==> src/rtl/core/pcnt_pkg.sv <==
`default_nettype none

package pcnt_pkg;

  localparam int unsigned OP_W   = 2;
  localparam int unsigned PIN_W  = 6;
  localparam int unsigned LVL_W  = 64;
  localparam int unsigned KIND_W = 2;
  localparam int unsigned STAT_W = 2;

  typedef enum logic [OP_W-1:0] {
    OP_REG   = 2'd0,
    OP_DEREG = 2'd1,
    OP_SCAN  = 2'd2
  } op_e;

  typedef enum logic [KIND_W-1:0] {
    KIND_STATUS = 2'd0,
    KIND_CHANGE = 2'd1,
    KIND_QUIET  = 2'd2
  } kind_e;

  typedef enum logic [STAT_W-1:0] {
    STAT_OK    = 2'd0,
    STAT_MISS  = 2'd1,
    STAT_NOCHG = 2'd2,
    STAT_FULL  = 2'd3
  } status_e;

  typedef enum logic [1:0] {
    S_IDLE = 2'd0,
    S_WALK = 2'd1,
    S_DONE = 2'd2
  } state_e;

  typedef struct packed {
    logic mem_we;
    logic set_valid;
    logic clr_valid;
  } tbl_ctl_t;

  typedef struct packed {
    kind_e            kind;
    status_e          status;
    logic [PIN_W-1:0] event_pin;
    logic             new_level;
    logic             last;
  } res_t;

endpackage

`default_nettype wire

==> src/rtl/core/pcnt_ifs.sv <==
`default_nettype none

interface pcnt_in_if;
  logic                        valid;
  logic                        ready;
  logic [pcnt_pkg::OP_W-1:0]   op;
  logic [pcnt_pkg::PIN_W-1:0]  pin_id;
  logic [pcnt_pkg::LVL_W-1:0]  pin_levels;

  modport source (output valid, op, pin_id, pin_levels, input ready);
  modport sink (input valid, op, pin_id, pin_levels, output ready);
endinterface

interface pcnt_out_if;
  logic                        valid;
  logic                        ready;
  logic [pcnt_pkg::KIND_W-1:0] kind;
  logic [pcnt_pkg::STAT_W-1:0] status;
  logic [pcnt_pkg::PIN_W-1:0]  event_pin;
  logic                        new_level;
  logic                        last;

  modport source (output valid, kind, status, event_pin, new_level, last, input ready);
  modport sink (input valid, kind, status, event_pin, new_level, last, output ready);
endinterface

interface pcnt_cfg_if;
  logic                       valid;
  logic                       ready;
  logic [pcnt_pkg::LVL_W-1:0] data;

  modport source (output valid, data, input ready);
  modport sink (input valid, data, output ready);
endinterface

`default_nettype wire

==> src/rtl/core/pin_change_notifier_table_core.sv <==
// Register, deregister and scan walk the table one entry per cycle through the
// single read port of the entry memory; a scan holds its walk while a held change waits
// on a stalled output. An undefined op skips the walk and answers with a miss status.
// A new item is taken only after the previous one's final result has entered the output register.
// Reset clears all valid marks and sets the changeable mask to all ones; no clearing pass.
`default_nettype none

module pin_change_notifier_table_core #(
  parameter int unsigned ENTRIES   = 16,
  parameter int unsigned PIN_COUNT = 64
) (
  input  wire logic   clk_i,
  input  wire logic   rst_ni,
  pcnt_in_if.sink     in_i,
  pcnt_out_if.source  out_o,
  pcnt_cfg_if.sink    cfg_i
);

  localparam int unsigned IDX_W = (ENTRIES > 1) ? $clog2(ENTRIES) : 1;

  logic [PIN_COUNT-1:0]          changeable_q;
  pcnt_pkg::tbl_ctl_t            ctl;
  logic [IDX_W-1:0]              rd_addr;
  logic [IDX_W-1:0]              wr_addr;
  logic [pcnt_pkg::PIN_W-1:0]    wr_pin;
  logic                          wr_level;
  logic [pcnt_pkg::PIN_W-1:0]    rd_pin;
  logic                          rd_level;
  logic [ENTRIES-1:0]            valid;
  pcnt_pkg::res_t                res;

  assign cfg_i.ready = 1'b1;

  always_ff @(posedge clk_i or negedge rst_ni) begin
    if (!rst_ni) begin
      changeable_q <= '1;
    end else if (cfg_i.valid) begin
      changeable_q <= cfg_i.data[PIN_COUNT-1:0];
    end
  end

  pcnt_table #(
    .ENTRIES (ENTRIES),
    .IDX_W   (IDX_W)
  ) u_table (
    .clk_i      (clk_i),
    .rst_ni     (rst_ni),
    .rd_addr_i  (rd_addr),
    .rd_pin_o   (rd_pin),
    .rd_level_o (rd_level),
    .ctl_i      (ctl),
    .wr_addr_i  (wr_addr),
    .wr_pin_i   (wr_pin),
    .wr_level_i (wr_level),
    .valid_o    (valid)
  );

  pcnt_seq #(
    .ENTRIES   (ENTRIES),
    .PIN_COUNT (PIN_COUNT),
    .IDX_W     (IDX_W)
  ) u_seq (
    .clk_i        (clk_i),
    .rst_ni       (rst_ni),
    .in_valid_i   (in_i.valid),
    .in_ready_o   (in_i.ready),
    .in_op_i      (in_i.op),
    .in_pin_i     (in_i.pin_id),
    .in_levels_i  (in_i.pin_levels),
    .changeable_i (pcnt_pkg::LVL_W'(changeable_q)),
    .ctl_o        (ctl),
    .rd_addr_o    (rd_addr),
    .wr_addr_o    (wr_addr),
    .wr_pin_o     (wr_pin),
    .wr_level_o   (wr_level),
    .rd_pin_i     (rd_pin),
    .rd_level_i   (rd_level),
    .valid_i      (valid),
    .res_valid_o  (out_o.valid),
    .res_ready_i  (out_o.ready),
    .res_o        (res)
  );

  assign out_o.kind      = res.kind;
  assign out_o.status    = res.status;
  assign out_o.event_pin = res.event_pin;
  assign out_o.new_level = res.new_level;
  assign out_o.last      = res.last;

endmodule

`default_nettype wire

==> src/rtl/core/pcnt_table.sv <==
`default_nettype none

module pcnt_table #(
  parameter int unsigned ENTRIES = 16,
  parameter int unsigned IDX_W   = 4
) (
  input  wire logic                       clk_i,
  input  wire logic                       rst_ni,
  input  wire logic [IDX_W-1:0]           rd_addr_i,
  output logic [pcnt_pkg::PIN_W-1:0]      rd_pin_o,
  output logic                            rd_level_o,
  input  wire pcnt_pkg::tbl_ctl_t         ctl_i,
  input  wire logic [IDX_W-1:0]           wr_addr_i,
  input  wire logic [pcnt_pkg::PIN_W-1:0] wr_pin_i,
  input  wire logic                       wr_level_i,
  output logic [ENTRIES-1:0]              valid_o
);

  // Each word holds the pin number above its last seen level.
  logic [pcnt_pkg::PIN_W:0] mem_q [ENTRIES];
  logic [pcnt_pkg::PIN_W:0] rd_q;
  logic [ENTRIES-1:0]       valid_q;

  always_ff @(posedge clk_i) begin
    if (ctl_i.mem_we) begin
      mem_q[wr_addr_i] <= {wr_pin_i, wr_level_i};
    end
    rd_q <= mem_q[rd_addr_i];
  end

  always_ff @(posedge clk_i or negedge rst_ni) begin
    if (!rst_ni) begin
      valid_q <= '0;
    end else if (ctl_i.set_valid) begin
      valid_q[wr_addr_i] <= 1'b1;
    end else if (ctl_i.clr_valid) begin
      valid_q[wr_addr_i] <= 1'b0;
    end
  end

  assign rd_pin_o   = rd_q[pcnt_pkg::PIN_W:1];
  assign rd_level_o = rd_q[0];
  assign valid_o    = valid_q;

endmodule

`default_nettype wire

==> src/rtl/core/pcnt_seq.sv <==
`default_nettype none

module pcnt_seq #(
  parameter int unsigned ENTRIES   = 16,
  parameter int unsigned PIN_COUNT = 64,
  parameter int unsigned IDX_W     = 4
) (
  input  wire logic                       clk_i,
  input  wire logic                       rst_ni,
  input  wire logic                       in_valid_i,
  output logic                            in_ready_o,
  input  wire logic [pcnt_pkg::OP_W-1:0]  in_op_i,
  input  wire logic [pcnt_pkg::PIN_W-1:0] in_pin_i,
  input  wire logic [pcnt_pkg::LVL_W-1:0] in_levels_i,
  input  wire logic [pcnt_pkg::LVL_W-1:0] changeable_i,
  output pcnt_pkg::tbl_ctl_t              ctl_o,
  output logic [IDX_W-1:0]                rd_addr_o,
  output logic [IDX_W-1:0]                wr_addr_o,
  output logic [pcnt_pkg::PIN_W-1:0]      wr_pin_o,
  output logic                            wr_level_o,
  input  wire logic [pcnt_pkg::PIN_W-1:0] rd_pin_i,
  input  wire logic                       rd_level_i,
  input  wire logic [ENTRIES-1:0]         valid_i,
  output logic                            res_valid_o,
  input  wire logic                       res_ready_i,
  output pcnt_pkg::res_t                  res_o
);

  // Pins at or above PIN_COUNT read as level zero.
  localparam logic [pcnt_pkg::LVL_W-1:0] PIN_MASK =
    {pcnt_pkg::LVL_W{1'b1}} >> (pcnt_pkg::LVL_W - PIN_COUNT);
  localparam logic [IDX_W-1:0] LAST_IDX = IDX_W'(ENTRIES - 1);

  pcnt_pkg::state_e             state_q, state_d;
  logic [pcnt_pkg::OP_W-1:0]    op_q, op_d;
  logic [pcnt_pkg::PIN_W-1:0]   pin_q, pin_d;
  logic [pcnt_pkg::LVL_W-1:0]   levels_q, levels_d;
  logic [IDX_W-1:0]             idx_q, idx_d;
  logic                         hit_q, hit_d;
  logic                         free_q, free_d;
  logic [IDX_W-1:0]             free_idx_q, free_idx_d;
  logic                         pend_v_q, pend_v_d;
  logic [pcnt_pkg::PIN_W-1:0]   pend_pin_q, pend_pin_d;
  logic                         pend_lvl_q, pend_lvl_d;
  logic                         out_v_q, out_v_d;
  pcnt_pkg::res_t               out_q, out_d;

  logic             cur_valid;
  logic             now_lvl;
  logic             is_last;
  logic             out_free;
  logic             pin_chg;
  logic             pin_match;
  logic             adv;
  logic [IDX_W-1:0] nxt_idx;

  assign cur_valid = valid_i[idx_q];
  assign now_lvl   = levels_q[rd_pin_i];
  assign is_last   = (idx_q == LAST_IDX);
  assign out_free  = !out_v_q || res_ready_i;
  assign pin_chg   = changeable_i[pin_q];
  assign pin_match = cur_valid && (rd_pin_i == pin_q);
  assign nxt_idx   = is_last ? '0 : idx_q + 1'b1;

  always_ff @(posedge clk_i or negedge rst_ni) begin
    if (!rst_ni) begin
      state_q  <= pcnt_pkg::S_IDLE;
      pend_v_q <= 1'b0;
      out_v_q  <= 1'b0;
    end else begin
      state_q  <= state_d;
      pend_v_q <= pend_v_d;
      out_v_q  <= out_v_d;
    end
  end

  always_ff @(posedge clk_i) begin
    op_q       <= op_d;
    pin_q      <= pin_d;
    levels_q   <= levels_d;
    idx_q      <= idx_d;
    hit_q      <= hit_d;
    free_q     <= free_d;
    free_idx_q <= free_idx_d;
    pend_pin_q <= pend_pin_d;
    pend_lvl_q <= pend_lvl_d;
    out_q      <= out_d;
  end

  always_comb begin
    state_d    = state_q;
    op_d       = op_q;
    pin_d      = pin_q;
    levels_d   = levels_q;
    idx_d      = idx_q;
    hit_d      = hit_q;
    free_d     = free_q;
    free_idx_d = free_idx_q;
    pend_v_d   = pend_v_q;
    pend_pin_d = pend_pin_q;
    pend_lvl_d = pend_lvl_q;
    out_v_d    = out_v_q && !res_ready_i;
    out_d      = out_q;
    in_ready_o = 1'b0;
    ctl_o      = '0;
    rd_addr_o  = idx_q;
    wr_addr_o  = idx_q;
    wr_pin_o   = rd_pin_i;
    wr_level_o = now_lvl;
    adv        = 1'b1;

    case (state_q)
      pcnt_pkg::S_IDLE: begin
        in_ready_o = 1'b1;
        rd_addr_o  = '0;
        if (in_valid_i) begin
          op_d     = in_op_i;
          pin_d    = in_pin_i;
          levels_d = in_levels_i & PIN_MASK;
          idx_d    = '0;
          hit_d    = 1'b0;
          free_d   = 1'b0;
          pend_v_d = 1'b0;
          case (pcnt_pkg::op_e'(in_op_i))
            pcnt_pkg::OP_REG, pcnt_pkg::OP_DEREG, pcnt_pkg::OP_SCAN: begin
              state_d = pcnt_pkg::S_WALK;
            end
            default: begin
              state_d = pcnt_pkg::S_DONE;
            end
          endcase
        end
      end

      pcnt_pkg::S_WALK: begin
        case (pcnt_pkg::op_e'(op_q))
          pcnt_pkg::OP_REG: begin
            if (pin_match) begin
              hit_d = 1'b1;
            end
            if (!cur_valid && !free_q) begin
              free_d     = 1'b1;
              free_idx_d = idx_q;
            end
          end
          pcnt_pkg::OP_DEREG: begin
            if (pin_match && !hit_q) begin
              hit_d           = 1'b1;
              ctl_o.clr_valid = 1'b1;
            end
          end
          pcnt_pkg::OP_SCAN: begin
            if (cur_valid && (now_lvl != rd_level_i)) begin
              // Hold one change back so the final one can carry the last flag.
              if (pend_v_q && !out_free) begin
                adv = 1'b0;
              end else begin
                if (pend_v_q) begin
                  out_v_d = 1'b1;
                  out_d   = '{kind: pcnt_pkg::KIND_CHANGE, status: pcnt_pkg::STAT_OK,
                              event_pin: pend_pin_q, new_level: pend_lvl_q, last: 1'b0};
                end
                pend_v_d     = 1'b1;
                pend_pin_d   = rd_pin_i;
                pend_lvl_d   = now_lvl;
                ctl_o.mem_we = 1'b1;
              end
            end
          end
          default: begin
          end
        endcase
        if (adv) begin
          idx_d     = nxt_idx;
          rd_addr_o = nxt_idx;
          if (is_last) begin
            state_d = pcnt_pkg::S_DONE;
          end
        end
      end

      pcnt_pkg::S_DONE: begin
        rd_addr_o = '0;
        if (out_free) begin
          out_v_d = 1'b1;
          state_d = pcnt_pkg::S_IDLE;
          out_d   = '{kind: pcnt_pkg::KIND_STATUS, status: pcnt_pkg::STAT_MISS,
                      event_pin: '0, new_level: 1'b0, last: 1'b1};
          case (pcnt_pkg::op_e'(op_q))
            pcnt_pkg::OP_REG: begin
              if (hit_q) begin
                out_d.status = pcnt_pkg::STAT_MISS;
              end else if (free_q) begin
                ctl_o.mem_we    = 1'b1;
                ctl_o.set_valid = 1'b1;
                wr_addr_o       = free_idx_q;
                wr_pin_o        = pin_q;
                wr_level_o      = levels_q[pin_q];
                out_d.status    = pin_chg ? pcnt_pkg::STAT_OK : pcnt_pkg::STAT_NOCHG;
              end else begin
                out_d.status = pcnt_pkg::STAT_FULL;
              end
            end
            pcnt_pkg::OP_DEREG: begin
              if (hit_q) begin
                out_d.status = pin_chg ? pcnt_pkg::STAT_OK : pcnt_pkg::STAT_NOCHG;
              end
            end
            pcnt_pkg::OP_SCAN: begin
              pend_v_d     = 1'b0;
              out_d.status = pcnt_pkg::STAT_OK;
              if (pend_v_q) begin
                out_d.kind      = pcnt_pkg::KIND_CHANGE;
                out_d.event_pin = pend_pin_q;
                out_d.new_level = pend_lvl_q;
              end else begin
                out_d.kind = pcnt_pkg::KIND_QUIET;
              end
            end
            default: begin
            end
          endcase
        end
      end

      default: begin
        state_d = pcnt_pkg::S_IDLE;
      end
    endcase
  end

  assign res_valid_o = out_v_q;
  assign res_o       = out_q;

  a_pend_only_scan: assert property (@(posedge clk_i) disable iff (!rst_ni)
    pend_v_q |-> (op_q == pcnt_pkg::OP_SCAN))
    else $error("held change outside a scan");

  a_idle_no_pend: assert property (@(posedge clk_i) disable iff (!rst_ni)
    in_ready_o |-> !pend_v_q)
    else $error("held change left over when idle");

  a_quiet_is_last: assert property (@(posedge clk_i) disable iff (!rst_ni)
    (out_v_q && (out_q.kind == pcnt_pkg::KIND_QUIET)) |-> out_q.last)
    else $error("no-change result without last flag");

  a_dereg_hit: assert property (@(posedge clk_i) disable iff (!rst_ni)
    ctl_o.clr_valid |=> hit_q)
    else $error("entry cleared without recording the match");

endmodule

`default_nettype wire

==> src/flat_wrapper.sv <==
// flat-port wrapper written by rule: the top's interface ports become plain ports
module pin_change_notifier_table_core_flat 
#(
  parameter int unsigned ENTRIES   = 16,
  parameter int unsigned PIN_COUNT = 64
)
  (clk_i, rst_ni, in_i_valid, in_i_op, in_i_pin_id, in_i_pin_levels, in_i_ready, out_o_valid, out_o_kind, out_o_status, out_o_event_pin, out_o_new_level, out_o_last, out_o_ready, cfg_i_valid, cfg_i_data, cfg_i_ready);
  pcnt_in_if in_i_i ();
  pcnt_out_if out_o_i ();
  pcnt_cfg_if cfg_i_i ();
  input  wire logic clk_i;
  input  wire logic rst_ni;
  input wire logic [$bits(in_i_i.valid)-1:0] in_i_valid;
  input wire logic [$bits(in_i_i.op)-1:0] in_i_op;
  input wire logic [$bits(in_i_i.pin_id)-1:0] in_i_pin_id;
  input wire logic [$bits(in_i_i.pin_levels)-1:0] in_i_pin_levels;
  output wire logic [$bits(in_i_i.ready)-1:0] in_i_ready;
  output wire logic [$bits(out_o_i.valid)-1:0] out_o_valid;
  output wire logic [$bits(out_o_i.kind)-1:0] out_o_kind;
  output wire logic [$bits(out_o_i.status)-1:0] out_o_status;
  output wire logic [$bits(out_o_i.event_pin)-1:0] out_o_event_pin;
  output wire logic [$bits(out_o_i.new_level)-1:0] out_o_new_level;
  output wire logic [$bits(out_o_i.last)-1:0] out_o_last;
  input wire logic [$bits(out_o_i.ready)-1:0] out_o_ready;
  input wire logic [$bits(cfg_i_i.valid)-1:0] cfg_i_valid;
  input wire logic [$bits(cfg_i_i.data)-1:0] cfg_i_data;
  output wire logic [$bits(cfg_i_i.ready)-1:0] cfg_i_ready;
  assign in_i_i.valid = in_i_valid;
  assign in_i_i.op = in_i_op;
  assign in_i_i.pin_id = in_i_pin_id;
  assign in_i_i.pin_levels = in_i_pin_levels;
  assign in_i_ready = in_i_i.ready;
  assign out_o_valid = out_o_i.valid;
  assign out_o_kind = out_o_i.kind;
  assign out_o_status = out_o_i.status;
  assign out_o_event_pin = out_o_i.event_pin;
  assign out_o_new_level = out_o_i.new_level;
  assign out_o_last = out_o_i.last;
  assign out_o_i.ready = out_o_ready;
  assign cfg_i_i.valid = cfg_i_valid;
  assign cfg_i_i.data = cfg_i_data;
  assign cfg_i_ready = cfg_i_i.ready;
  pin_change_notifier_table_core #(.ENTRIES(ENTRIES), .PIN_COUNT(PIN_COUNT)) u_core (.clk_i(clk_i), .rst_ni(rst_ni), .in_i(in_i_i), .out_o(out_o_i), .cfg_i(cfg_i_i));
endmodule
==> config.mk <==
export PLATFORM = sky130hd
export DESIGN_NAME = pin_change_notifier_table_core_flat
export DESIGN_NICKNAME = d
export VERILOG_FILES = /design/src/rtl/core/pcnt_pkg.sv /design/src/rtl/core/pcnt_ifs.sv /design/src/rtl/core/pin_change_notifier_table_core.sv /design/src/rtl/core/pcnt_table.sv /design/src/rtl/core/pcnt_seq.sv /design/src/flat_wrapper.sv
export SDC_FILE = /design/constraint.sdc
export NUM_CORES = 1
export LEC_CHECK = 0
export ABC_CLOCK_PERIOD_IN_PS = 4100
export BUFFER_PORTS_ARGS = -buffer_cell sky130_fd_sc_hd__buf_2
export CAP_MARGIN = 5
export CORE_MARGIN = 5
export CORE_UTILIZATION = 58
export CTS_BUF_LIST = sky130_fd_sc_hd__clkbuf_16
export CTS_CLUSTER_DIAMETER = 100
export DETAILED_ROUTE_END_ITERATION = 10
export PLACE_DENSITY = 0.79
export SYNTH_ARGS = -nofsm -noshare
export SYNTH_HDL_FRONTEND = slang
export SYNTH_SLANG_ARGS = --single-unit
==> constraint.sdc <==
create_clock -name clk_i -period 4.1 [get_ports clk_i]
set_input_delay 0.615 -clock clk_i [delete_from_list [all_inputs] [get_ports clk_i]]
set_output_delay 0.615 -clock clk_i [all_outputs]
set_load 0.02 [all_outputs]
# Word-level counts from Yosys, hierarchy flattened
# Memories as Yosys holds them, arrays and structs flattened. A register that Yosys moved wholly into a read port is not among the register bits.
# Index checks and enable logic that the tools add are counted.
classes:
  reduce_logical: 32
  order_cmp: 5
  eq_ne: 23
  bitwise: 4
  n_addsub: 1
  mux: 91
ops:
  columns: ["cell", "n"]
  rows:
  - ["$mux 12", 5]
  - ["$mux 1", 38]
  - ["$mux 16", 2]
  - ["$mux 4", 8]
  - ["$mux 2", 15]
  - ["$mux 6", 5]
  - ["$pmux 12 s2", 1]
  - ["$bmux 1 s6", 3]
  - ["$and 16x16->16", 1]
  - ["$ne 2x2->1 const B", 8]
  - ["$not 16->16", 1]
  - ["$or 16x16->16", 1]
  - ["$pmux 4 s2", 2]
  - ["$lt 6x7->1 const B", 2]
  - ["$mux 7", 2]
  - ["$pmux 2 s3", 2]
  - ["$reduce_and 4->1", 3]
  - ["$lt 4x5->1 const B", 2]
  - ["$pmux 1 s2", 5]
  - ["$logic_and 1x1->1", 7]
  - ["$reduce_and 7->1", 1]
  - ["$eq 2x1->1 const B", 3]
  - ["$eq 2x2->1 const B", 3]
  - ["$eq 6x6->1", 1]
  - ["22 further kinds", 35]
word_totals:
  register_bits: 185
  ramBits: 112
  n_memories: 1
mem_list:
  columns: ["memory", "words", "word_bits", "read_ports", "rd_ports_with_merged_regs", "wr", "line_no", "source"]
  rows:
  - ["u_core.u_table.mem_q", 16, 7, 1, 1, 1, "pcnt_table.sv:20", "logic [pcnt_pkg::PIN_W:0] mem_q [ENTRIES];"]

# Longest topological paths before layout
# Gate-level depths: netlist of run 1.
depth:
  word_depth: 13
  mapped_depth: 17
  depth_no_buf: 12

# Cells and area by module
# A second synthesis of run 1 with hierarchy kept.
unflattened:
  hier_cells: 780
  area_unflattened_um2: 13734.4
modules_own_cells:
  columns: ["mod", "n_inst", "cells_per_inst", "seq_area_each_um2", "area_each_um2"]
  rows:
  - ["pcnt_seq", 1, 374, 3133.0, 5784.3]
  - ["pcnt_table", 1, 269, 3903.7, 5180.0]
  - ["pin_change_notifier_table_core", 1, 137, 1681.6, 2770.2]

# Least setup slack after synthesis of run 1
# No wires, ideal clock.
synth_timing:
  kind: "register -> register"
  startpoint: "register u_core.u_seq.pin_q[0] in the netlist's numbering"
  endpoint: "memory u_core.u_table.mem_q[0][0] in the netlist's numbering, data pin"
  path_stages_with_launch: 8
  setup_time_ps: 285
  path_slack_ps: 288
  required_ps: 3815
  synth_period_minus_slack_ps: 3812
  arrival_ps: 3527
  cell_sequence: "edfxtp_1 -> clkbuf_1 -> buf_1 -> clkbuf_1 -> mux4_2 -> mux4_2 -> mux4_2 -> mux2_2"
synth_between:
  elab_chain_cells: 7
synth_lines:
  columns: ["element", "line_no", "source"]
  rows:
  - ["start, declared", "pcnt_seq.sv:36", "logic [pcnt_pkg::PIN_W-1:0] pin_q, pin_d;"]
  - ["start signal, assigned", "pcnt_seq.sv:79", "pin_q <= pin_d;"]
  - ["$bmux 1 s6", "pcnt_seq.sv:198", "wr_level_o = levels_q[pin_q];"]
  - ["$mux 1 (implied by the code)", "pcnt_seq.sv:198", null]
  - ["$mux 1", "pcnt_seq.sv:193", "end else if (free_q) begin"]
  - ["$mux 1", "pcnt_seq.sv:191", "if (hit_q) begin"]
  - ["$mux 1", "pcnt_seq.sv:189", "case (pcnt_pkg::op_e'(op_q))"]
  - ["$mux 1", "pcnt_seq.sv:184", "if (out_free) begin"]
  - ["$mux 1", "pcnt_seq.sv:112", "case (state_q)"]
  - ["net u_core.u_seq.wr_level_o", "pcnt_seq.sv:20", "output logic wr_level_o,"]
  - ["end, declared", "pcnt_table.sv:20", null]
# The timed path passes the listed nets, and every way through them passes these cells. The select of a mux whose other input is x is not followed.

# Worst setup path in the final report of run 1
layout_timing:
  startpoint: "register u_core.u_table.rd_q[1] in the netlist's numbering, read port of u_core.u_table.mem_q"
  endpoint: "register u_core.u_table.rd_q[6] in the netlist's numbering, read port of u_core.u_table.mem_q"
layout_between:
  elab_chain_cells: 9
layout_lines:
  columns: ["element", "line_no", "source"]
  rows:
  - ["start, declared", "pcnt_table.sv:21", "logic [pcnt_pkg::PIN_W:0] rd_q;"]
  - ["$bmux 1 s6", "pcnt_seq.sv:58", "assign now_lvl = levels_q[rd_pin_i];"]
  - ["$mux 1 (implied by the code)", "pcnt_seq.sv:58", null]
  - ["$ne 1x1->1", "pcnt_seq.sv:153", "if (cur_valid && (now_lvl != rd_level_i)) begin"]
  - ["$logic_and 1x1->1", "pcnt_seq.sv:153", null]
  - ["$mux 1", "pcnt_seq.sv:153", null]
  - ["$mux 1", "pcnt_seq.sv:136", "case (pcnt_pkg::op_e'(op_q))"]
  - ["$mux 1", "pcnt_seq.sv:112", null]
  - ["$mux 4", "pcnt_seq.sv:173", "if (adv) begin"]
  - ["$pmux 4 s2", "pcnt_seq.sv:112", null]
# No other way between the ends. The select of a mux whose other input is x is not followed.
# A chain may end at the register's enable or synchronous reset.

==> results.md, run 1 <==
- First-pass GRT wire length: 45860 um
- I/O pin cnt: 156
- Clk pin slew, worst setup/hold paths: 0.06 ns
- Fin Setup TNS: 0 ns
- GRT Total Usage: 22.11%
- Via density: 5.902
- Combinational share of power: 29.5%
- Primary FF master, synth: edfxtp_1
- Area of the core: 22780 um2
- Cts bufs inserted: 29
- Area leader, netlist: edfxtp_1
- CP Launch Point: u_core.u_table.rd_q[1]
- List of most frequent post-synthesis cells: 213 x edfxtp_1, 90 x mux2i_1, 67 x mux2_2, 64 x dfstp_2, 46 x mux4_2
- Initial DRC Count: 586
- Clock Sinks: 304
- Clk pwr share: 26.5%
- Status: completed
- Via count: 8062
- Final worst path period need: 3.859 ns
- CP Cell Sequence: buf_12 -> mux2i_1 -> a22oi_1 -> nand3_1 -> o31ai_1 -> a211oi_1 -> mux2_2 -> and2_4 -> a32oi_4 -> buf_12 -> buf_4 -> mux2i_1 -> o22ai_1 -> or4_1
- Worst IR drop on VDD: 0.4571 mV
- TritonCTS clock tree: done
- Worst Path Max Fanout: 35
- Setup-failing EPs final: 0
- Worst hold path class: input pin to asynchronous set/reset pin
- Max_cap viols: 0
- Synth Net Count: 998
- Leakage: 6.204 nW
- Die ar.: 26400 um2
- Initial Utilization: 59.20%
- Slew Limit Fails: 0
- CP startpoint kind: register
- Async S/R FF share, synth: 27.63%
- HPWL after DPL: 20340 um
- Pin count of the biggest net entering global routing: 70
- Arrival time at the worst endpoint: 4.27 ns
- Critical path class: register to register
- Antenna Cells: 0
- Actual slew at the worst max-slew pin: 0.9700 ns
- Sw Pwr: 3.160 mW
- Routed WL per cell: 21.01 um
- Clock root cell: clkbuf_16
- Slowest cell delay on critical path: 0.52 ns
- Routability cong.: 0.8855
- Post-route ant nets: 0
- Clk Latency, worst-skew pair: 0.55 ns
- Net Sw Frac: 31.27%
- Fmax: 0.2591 GHz
- Register area: 8721 um2
- Worst r2r src: u_core.u_table.rd_q[1]
- Fin. Hold Viols: 0
- CTS Buffer Depth: 3
- Crit end category: register
- Design Area, Final: 15750 um2
- DRC errors left: 0
- CP required: 4.51 ns
- IO buf count: 154
- Htree depth: 1
- Area contributors post-synth: edfxtp_1 47%, dfstp_2 12%, mux4_2 7.7%
- Row cnt: 55
- Vias in the first global route: 8320
- EDFF count, synth: 213
- TritonRoute pass-1 iters: 5
- Pint: 6.944 mW
- Chip Height: 162.5 um
- Sequential Power Share: 44.0%
- Total Power: 10.10 mW
- Layout cells sized above 1: 43.02%
- Yosys top cell area share: 47.43%
- Warnings from Yosys: 0
- Multi-input combinational cell area: 4481 um2
- WL final: 28710 um
- Area after DPL: 14770 um2
- Mapped Area: 13480 um2
- Max_slew headroom: 35.33%
- Power Density: 641.6 nW/um2
- Antenna violations before repair: 2
- Fill count: 1503
- Slowest-stage cell, CP: or4_1
- Yosys reg bits: 304
- Crit share post-route: 94.12%
- Seq/Total Area, Yosys: 64.66%
- Horiz. Die Dim: 162.5 um
- Cell with the most instances after synthesis: edfxtp_1
- Grt ovf: 0
- Syn Inst Count: 852
- Fin nets: 1177
- RSZ-0062 raised after global routing: false
- Cell variety after synth: 64
- Avg Synthesized Cell Area: 15.83 um2
- P&R area growth vs syn: 16.79%
- Layout Skew: 0.01734 ns
==> area by class of cell <==
class,count,share of cell area (%)
clock buffer,33,5.244
clock inverter,20,0.9455
inverter,9,0.2145
multi-input combinational,490,28.45
sequential,304,55.38
tap,313,2.487
timing repair buffer,197,7.278
==> stage by stage <==
stage,utilization [%],hold WS [ns],std cells,setup slack [ns]
2_1_floorplan,-,0.3194,852,0.2877
3_3_place_gp,64.83,0.4825,1313,0.1486
3_5_place_dp,64.83,0.5040,1313,0.1413
4_1_cts,69.11,0.2114,1366,0.1245
5_1_grt,69.13,0.2163,1366,0.03058
6_report,69.13,0.2018,1366,0.2412
==> logic make-up (layout without fill, tap and decap cells) <==
| group | count (synthesis) | count (layout) | share of synthesized area [%] |
|---|---|---|---|
| other | 1 | 1 | 0.02781 |
| xor gates and xnor gates | 8 | 8 | 0.5196 |
| buffers and inverters | 58 | 259 | 2.292 |
| DFF | 304 | 304 | 64.66 |
| muxes | 204 | 204 | 20.07 |
| adders and majority gates | 5 | 5 | 0.4640 |
| AOI/OAI and AO/OA | 120 | 120 | 5.929 |
| and+or+nand+nor | 152 | 152 | 6.041 |
==> power by group through the flow <==
| stage | Combinational (mW) | Sequential (mW) | Clock [mW] |
|---|---|---|---|
| floorplan | 2.09 | 4.37 | 0 |
| global placement | 2.90 | 4.48 | 0 |
| detailed placement | 2.95 | 4.49 | 0 |
| CTS | 2.97 | 4.43 | 2.72 |
| global route | 3.20 | 4.49 | 2.87 |
| finish | 2.98 | 4.45 | 2.68 |
==> critical path: cells and delay by family, from the launching register on <==
family / cells / cell delay (ns)
compound gates: 5 / 0.96
buf+inv: 3 / 0.66
flops: 1 / 0.34
simple gates: 3 / 0.85
mux: 3 / 0.90
==> registers in the layout, summed over array words and instances, names as in the netlist, 2 cells and up, named ones only <==
register and count:
u_core.u_seq.pin_q 6, u_core.u_seq.free_idx_q 4, u_core.u_table.mem_q 112, u_core.changeable_q 64
u_core.u_seq.pend_pin_q 6, u_core.u_seq.state_q 2, u_core.u_seq.res_o 12, u_core.u_seq.idx_q 4
u_core.u_table.rd_q 7, u_core.u_seq.op_q 2, u_core.u_seq.levels_q 64
==> timing repair <==
item,CTS,global route
gates resized for setup,0,3
buffers inserted,0,0
setup endpoints to repair,0,7
hold buffers,0,0
==> routing by layer <==
| layer | share of wire, % | up-vias | wire [um] | track usage, % |
|---|---|---|---|---|
| li1 | - | 3672 | - | - |
| met1 | 42 | 3993 | 11990 | 30.82 |
| met2 | 48 | 321 | 13900 | 36.17 |
| met3 | 6.8 | 72 | 1946 | 4.303 |
| met4 | 2.9 | 4 | 837 | 6.036 |
| met5 | 0.094 | - | 27 | 0 |
==> final timing paths <==
check | end | slack [ns] | cells after the start
max | u_core.u_table.rd_q[6] | 0.24 | 14
min | u_core.u_seq.res_valid_o | 0.20 | 1
max reg2reg | u_core.u_table.rd_q[6] | 0.24 | 14
min reg2reg | register | 0.51 | 2
max in group asynchronous | u_core.changeable_q[7] | 3.09 | 2
min in group clk_i | u_core.u_seq.levels_q[2] | 0.24 | 1
==> cell usage in the layout (no fill, tap or decap), drive strengths merged, types with 9 or more instances in the layout <==
cell	n
buf	197
mux4	46
dfstp	64
or2	17
nand2	32
o21ai	38
edfxtp	213
mux2	68
nor2	34
and2	11
dfrtp	20
a22o	9
o22ai	28
nand3	9
clkbuf	33
a21oi	14
clkinv	12
inv	15
mux2i	90
Power figures use the tool's default switching activity.
==> inputs of run 2 (changes only) <==
--- a/config.mk
+++ b/config.mk
@@ -10,7 +10,6 @@
 export CAP_MARGIN = 5
 export CORE_MARGIN = 5
 export CORE_UTILIZATION = 58
-export CTS_BUF_LIST = sky130_fd_sc_hd__clkbuf_16
 export CTS_CLUSTER_DIAMETER = 100
 export DETAILED_ROUTE_END_ITERATION = 10
 export PLACE_DENSITY = 0.79
==> run 2 against run 1 <==
Effect of this change:
- combinational power hardly changed
- critical path depth is the same
- via count fell by 0.53%
- clock-buffer cell count up 7
- global-route usage stayed put
- largest power group unchanged
- highest routed layer unchanged
==> results.md, run 2 (same netlist as run 1, synthesis figures left out) <==
- Status: completed
- Vias in the first global route: 8321 (+0.012%)
- Clk pin slew, worst setup/hold paths: 0.06 ns (about the same)
- GR Layer Usage met3: 4.303% (unchanged)
- Finished Core Util: 69.22% (+0.088 points)
- Most common cell after layout, fill and taps aside: edfxtp_1
- Slew Limit Fails: 0 (unchanged)
- Post_cts resized: 0 (unchanged)
- Initial Utilization: 59.20% (unchanged)
- Worst r2r dst: u_core.u_table.rd_q[6]
- Cts-stage hold buffer count: 0 (unchanged)
- Area after DPL: 14770 um2 (unchanged)
- Htree depth: 1 (unchanged)
- CP required: 4.51 ns (about the same)
- I/O pin cnt: 156 (unchanged)
- Pin count of the biggest net entering global routing: 70 (unchanged)
- TritonCTS clock tree: done
- IO buf count: 154 (unchanged)
- Combinational share of power: 29.3% (-0.2 points)
- Crit end category: register
- Layout Skew: 0.01634 ns (-0.001001 ns)
- Met1 Resource Use GR: 30.82% (unchanged)
- Antenna Cells: 0 (unchanged)
- Met2 Track Usage GR: 36.17% (unchanged)
- P&R area growth vs syn: 16.93%
- Layout cells sized above 1: 43.11% (+0.095 points)
- Post-route ant nets: 0 (unchanged)
- Antenna violations before repair: 2 (unchanged)
- Crit share post-route: 93.88% (-0.24 points)
- Leading cell types in the layout, fill and taps excluded: 213 x edfxtp_1, 153 x buf_2, 90 x mux2i_1
- Setup WS post-layout: 0.2510 ns (+0.009770 ns)
- Sequential Power Share: 43.8% (-0.2 points)
- Worst hold path class: input pin to asynchronous set/reset pin
- Worst Path Max Fanout: 35 (unchanged)
- Routability cong.: 0.8855 (unchanged)
- Max_slew headroom: 35.14% (-0.20 points)
- Worst r2r path cells: 14 (unchanged)
- Row cnt: 55 (unchanged)
- CP startpoint kind: register
- Clk pwr share: 26.9% (+0.4 points)
- Grt ovf: 0 (unchanged)
- CTS Buffer Depth: 3 (unchanged)
- DP Worst Slack: 0.1413 ns (unchanged)
- Critical path class: register to register
- Design Area, Final: 15770 um2 (+0.13%)
- Regs by FF count: u_core.u_table.mem_q (112), u_core.changeable_q (64), u_core.u_seq.levels_q (64)
- Die ar.: 26400 um2 (unchanged)
- Biggest register: u_core.u_table.mem_q
- Routed WL per cell: 21.00 um (about the same)
- RSZ-0062 raised after global routing: false
- DRC errors left: 0 (unchanged)
- Horiz. Die Dim: 162.5 um (unchanged)
- First-pass GRT wire length: 45860 um (unchanged)
- Clock Sinks: 304 (unchanged)
- Actual slew at the worst max-slew pin: 0.9729 ns (+0.002953 ns)
- Fin. Hold Viols: 0 (unchanged)
- TritonRoute pass-1 iters: 7 (+2)
- Max_cap viols: 0 (unchanged)
- Leakage: 6.192 nW (-0.20%)
- Clock root cell: clkbuf_16
- Max reg flops: 112 (unchanged)
- Cts bufs inserted: 29 (unchanged)
- Power Density: 643.9 nW/um2 (+0.35%)
- Arrival time at the worst endpoint: 4.26 ns (about the same)
- Fin Setup TNS: 0 ns (unchanged)
- Net Sw Frac: 31.11% (-0.16 points)
- Fin nets: 1177 (unchanged)
- Initial DRC Count: 556 (-5.1%)
- Final worst path period need: 3.849 ns (-0.009770 ns)
- Global route hottest layer: met2
- Sw Pwr: 3.158 mW (about the same)
- Fmax: 0.2598 GHz (+0.25%)
- HPWL after DPL: 20340 um (unchanged)
- Chip Height: 162.5 um (unchanged)
- WL final: 28690 um (about the same)
- Pint: 6.994 mW (+0.72%)
- Worst IR drop on VDD: 0.4621 mV (+1.1%)
- Worst r2r src: u_core.u_table.rd_q[1]
- Fill count: 1501 (-0.13%)
- Setup-failing EPs final: 0 (unchanged)
- WHS: 0.2029 ns (+0.001030 ns)
- GRT Total Usage: 22.11% (unchanged)
- Clk Latency, worst-skew pair: 0.54 ns (about the same)
- R2R Setup Slk: 0.25 ns (about the same)
- Via density: 5.870 (-0.53%)
- Postcts setup bufs: 0 (unchanged)
- Area of the core: 22780 um2 (unchanged)
- Via count: 8019 (-0.53%)
## run 2: changes by cell type in the layout (fill, tap and decap cells not counted)
cell,change
clkinv_1,-1
inv_1,-5
clkbuf_1,+5
clkbuf_8,+2
inv_2,-1
## run 2: through the flow
step,power [mW],cells
after floorplan,6.463,852
after global placement,7.376,1313
after detailed placement,7.442,1313
after CTS,10.17,1366
after global routing,10.61,1366
final,10.15,1366
## run 2: worst max-delay path by stage
stage	slack, ns	endpoint	startpoint	depth (start not counted)
CTS	0.12	u_core.u_table.rd_q[6]	u_core.u_table.rd_q[2]	13
global route	0.03	u_core.u_table.rd_q[6]	u_core.u_table.rd_q[1]	14
floorplan	0.29	u_core.u_table.mem_q[0][0]	u_core.u_seq.pin_q[0]	7
global placement	0.15	u_core.u_table.rd_q[1]	u_core.u_table.rd_q[2]	13
finish	0.25	u_core.u_table.rd_q[6]	u_core.u_table.rd_q[1]	14
detailed placement	0.14	u_core.u_table.rd_q[0]	u_core.u_table.rd_q[2]	13
## run 2: cell type report
type                    count  area (um2)  area share, %
well taps                 313       391.6          2.484
inverters                   9       33.78         0.2143
repair buffers            197        1146          7.269
multi-input cells         490        4481          28.42
clock buffers              40       872.1          5.531
clock inverters            13       122.6         0.7777
flip-flops and latches    304        8721          55.31
## run 2: worst max-delay path, cell delays in order (launching register included)
cell,delay (ns)
dfxtp_2,0.34
buf_12,0.24
mux2i_1,0.22
a22oi_1,0.12
nand3_1,0.11
o31ai_1,0.09
a211oi_1,0.37
mux2_2,0.41
and2_4,0.22
a32oi_4,0.25
buf_12,0.21
buf_4,0.21
mux2i_1,0.27
o22ai_1,0.12
or4_1,0.52
## run 2: power by group through the flow
stage	registers, mW	logic [mW]	clock network [mW]
final	4.45	2.98	2.73
after global placement	4.48	2.90	0
after floorplan	4.37	2.09	0
after global routing	4.49	3.20	2.92
after detailed placement	4.49	2.95	0
after CTS	4.43	2.97	2.77
## run 2: layer usage
| metal | part of all wire, % | wire length [um] | vias to the layer above |
|---|---|---|---|
| met2 | 48 | 13880 | 323 |
| met1 | 42 | 11930 | 3946 |
| met3 | 7.0 | 2008 | 73 |
| li1 | - | - | 3673 |
| met4 | 2.9 | 841 | 4 |
| met5 | 0.094 | 27 | - |
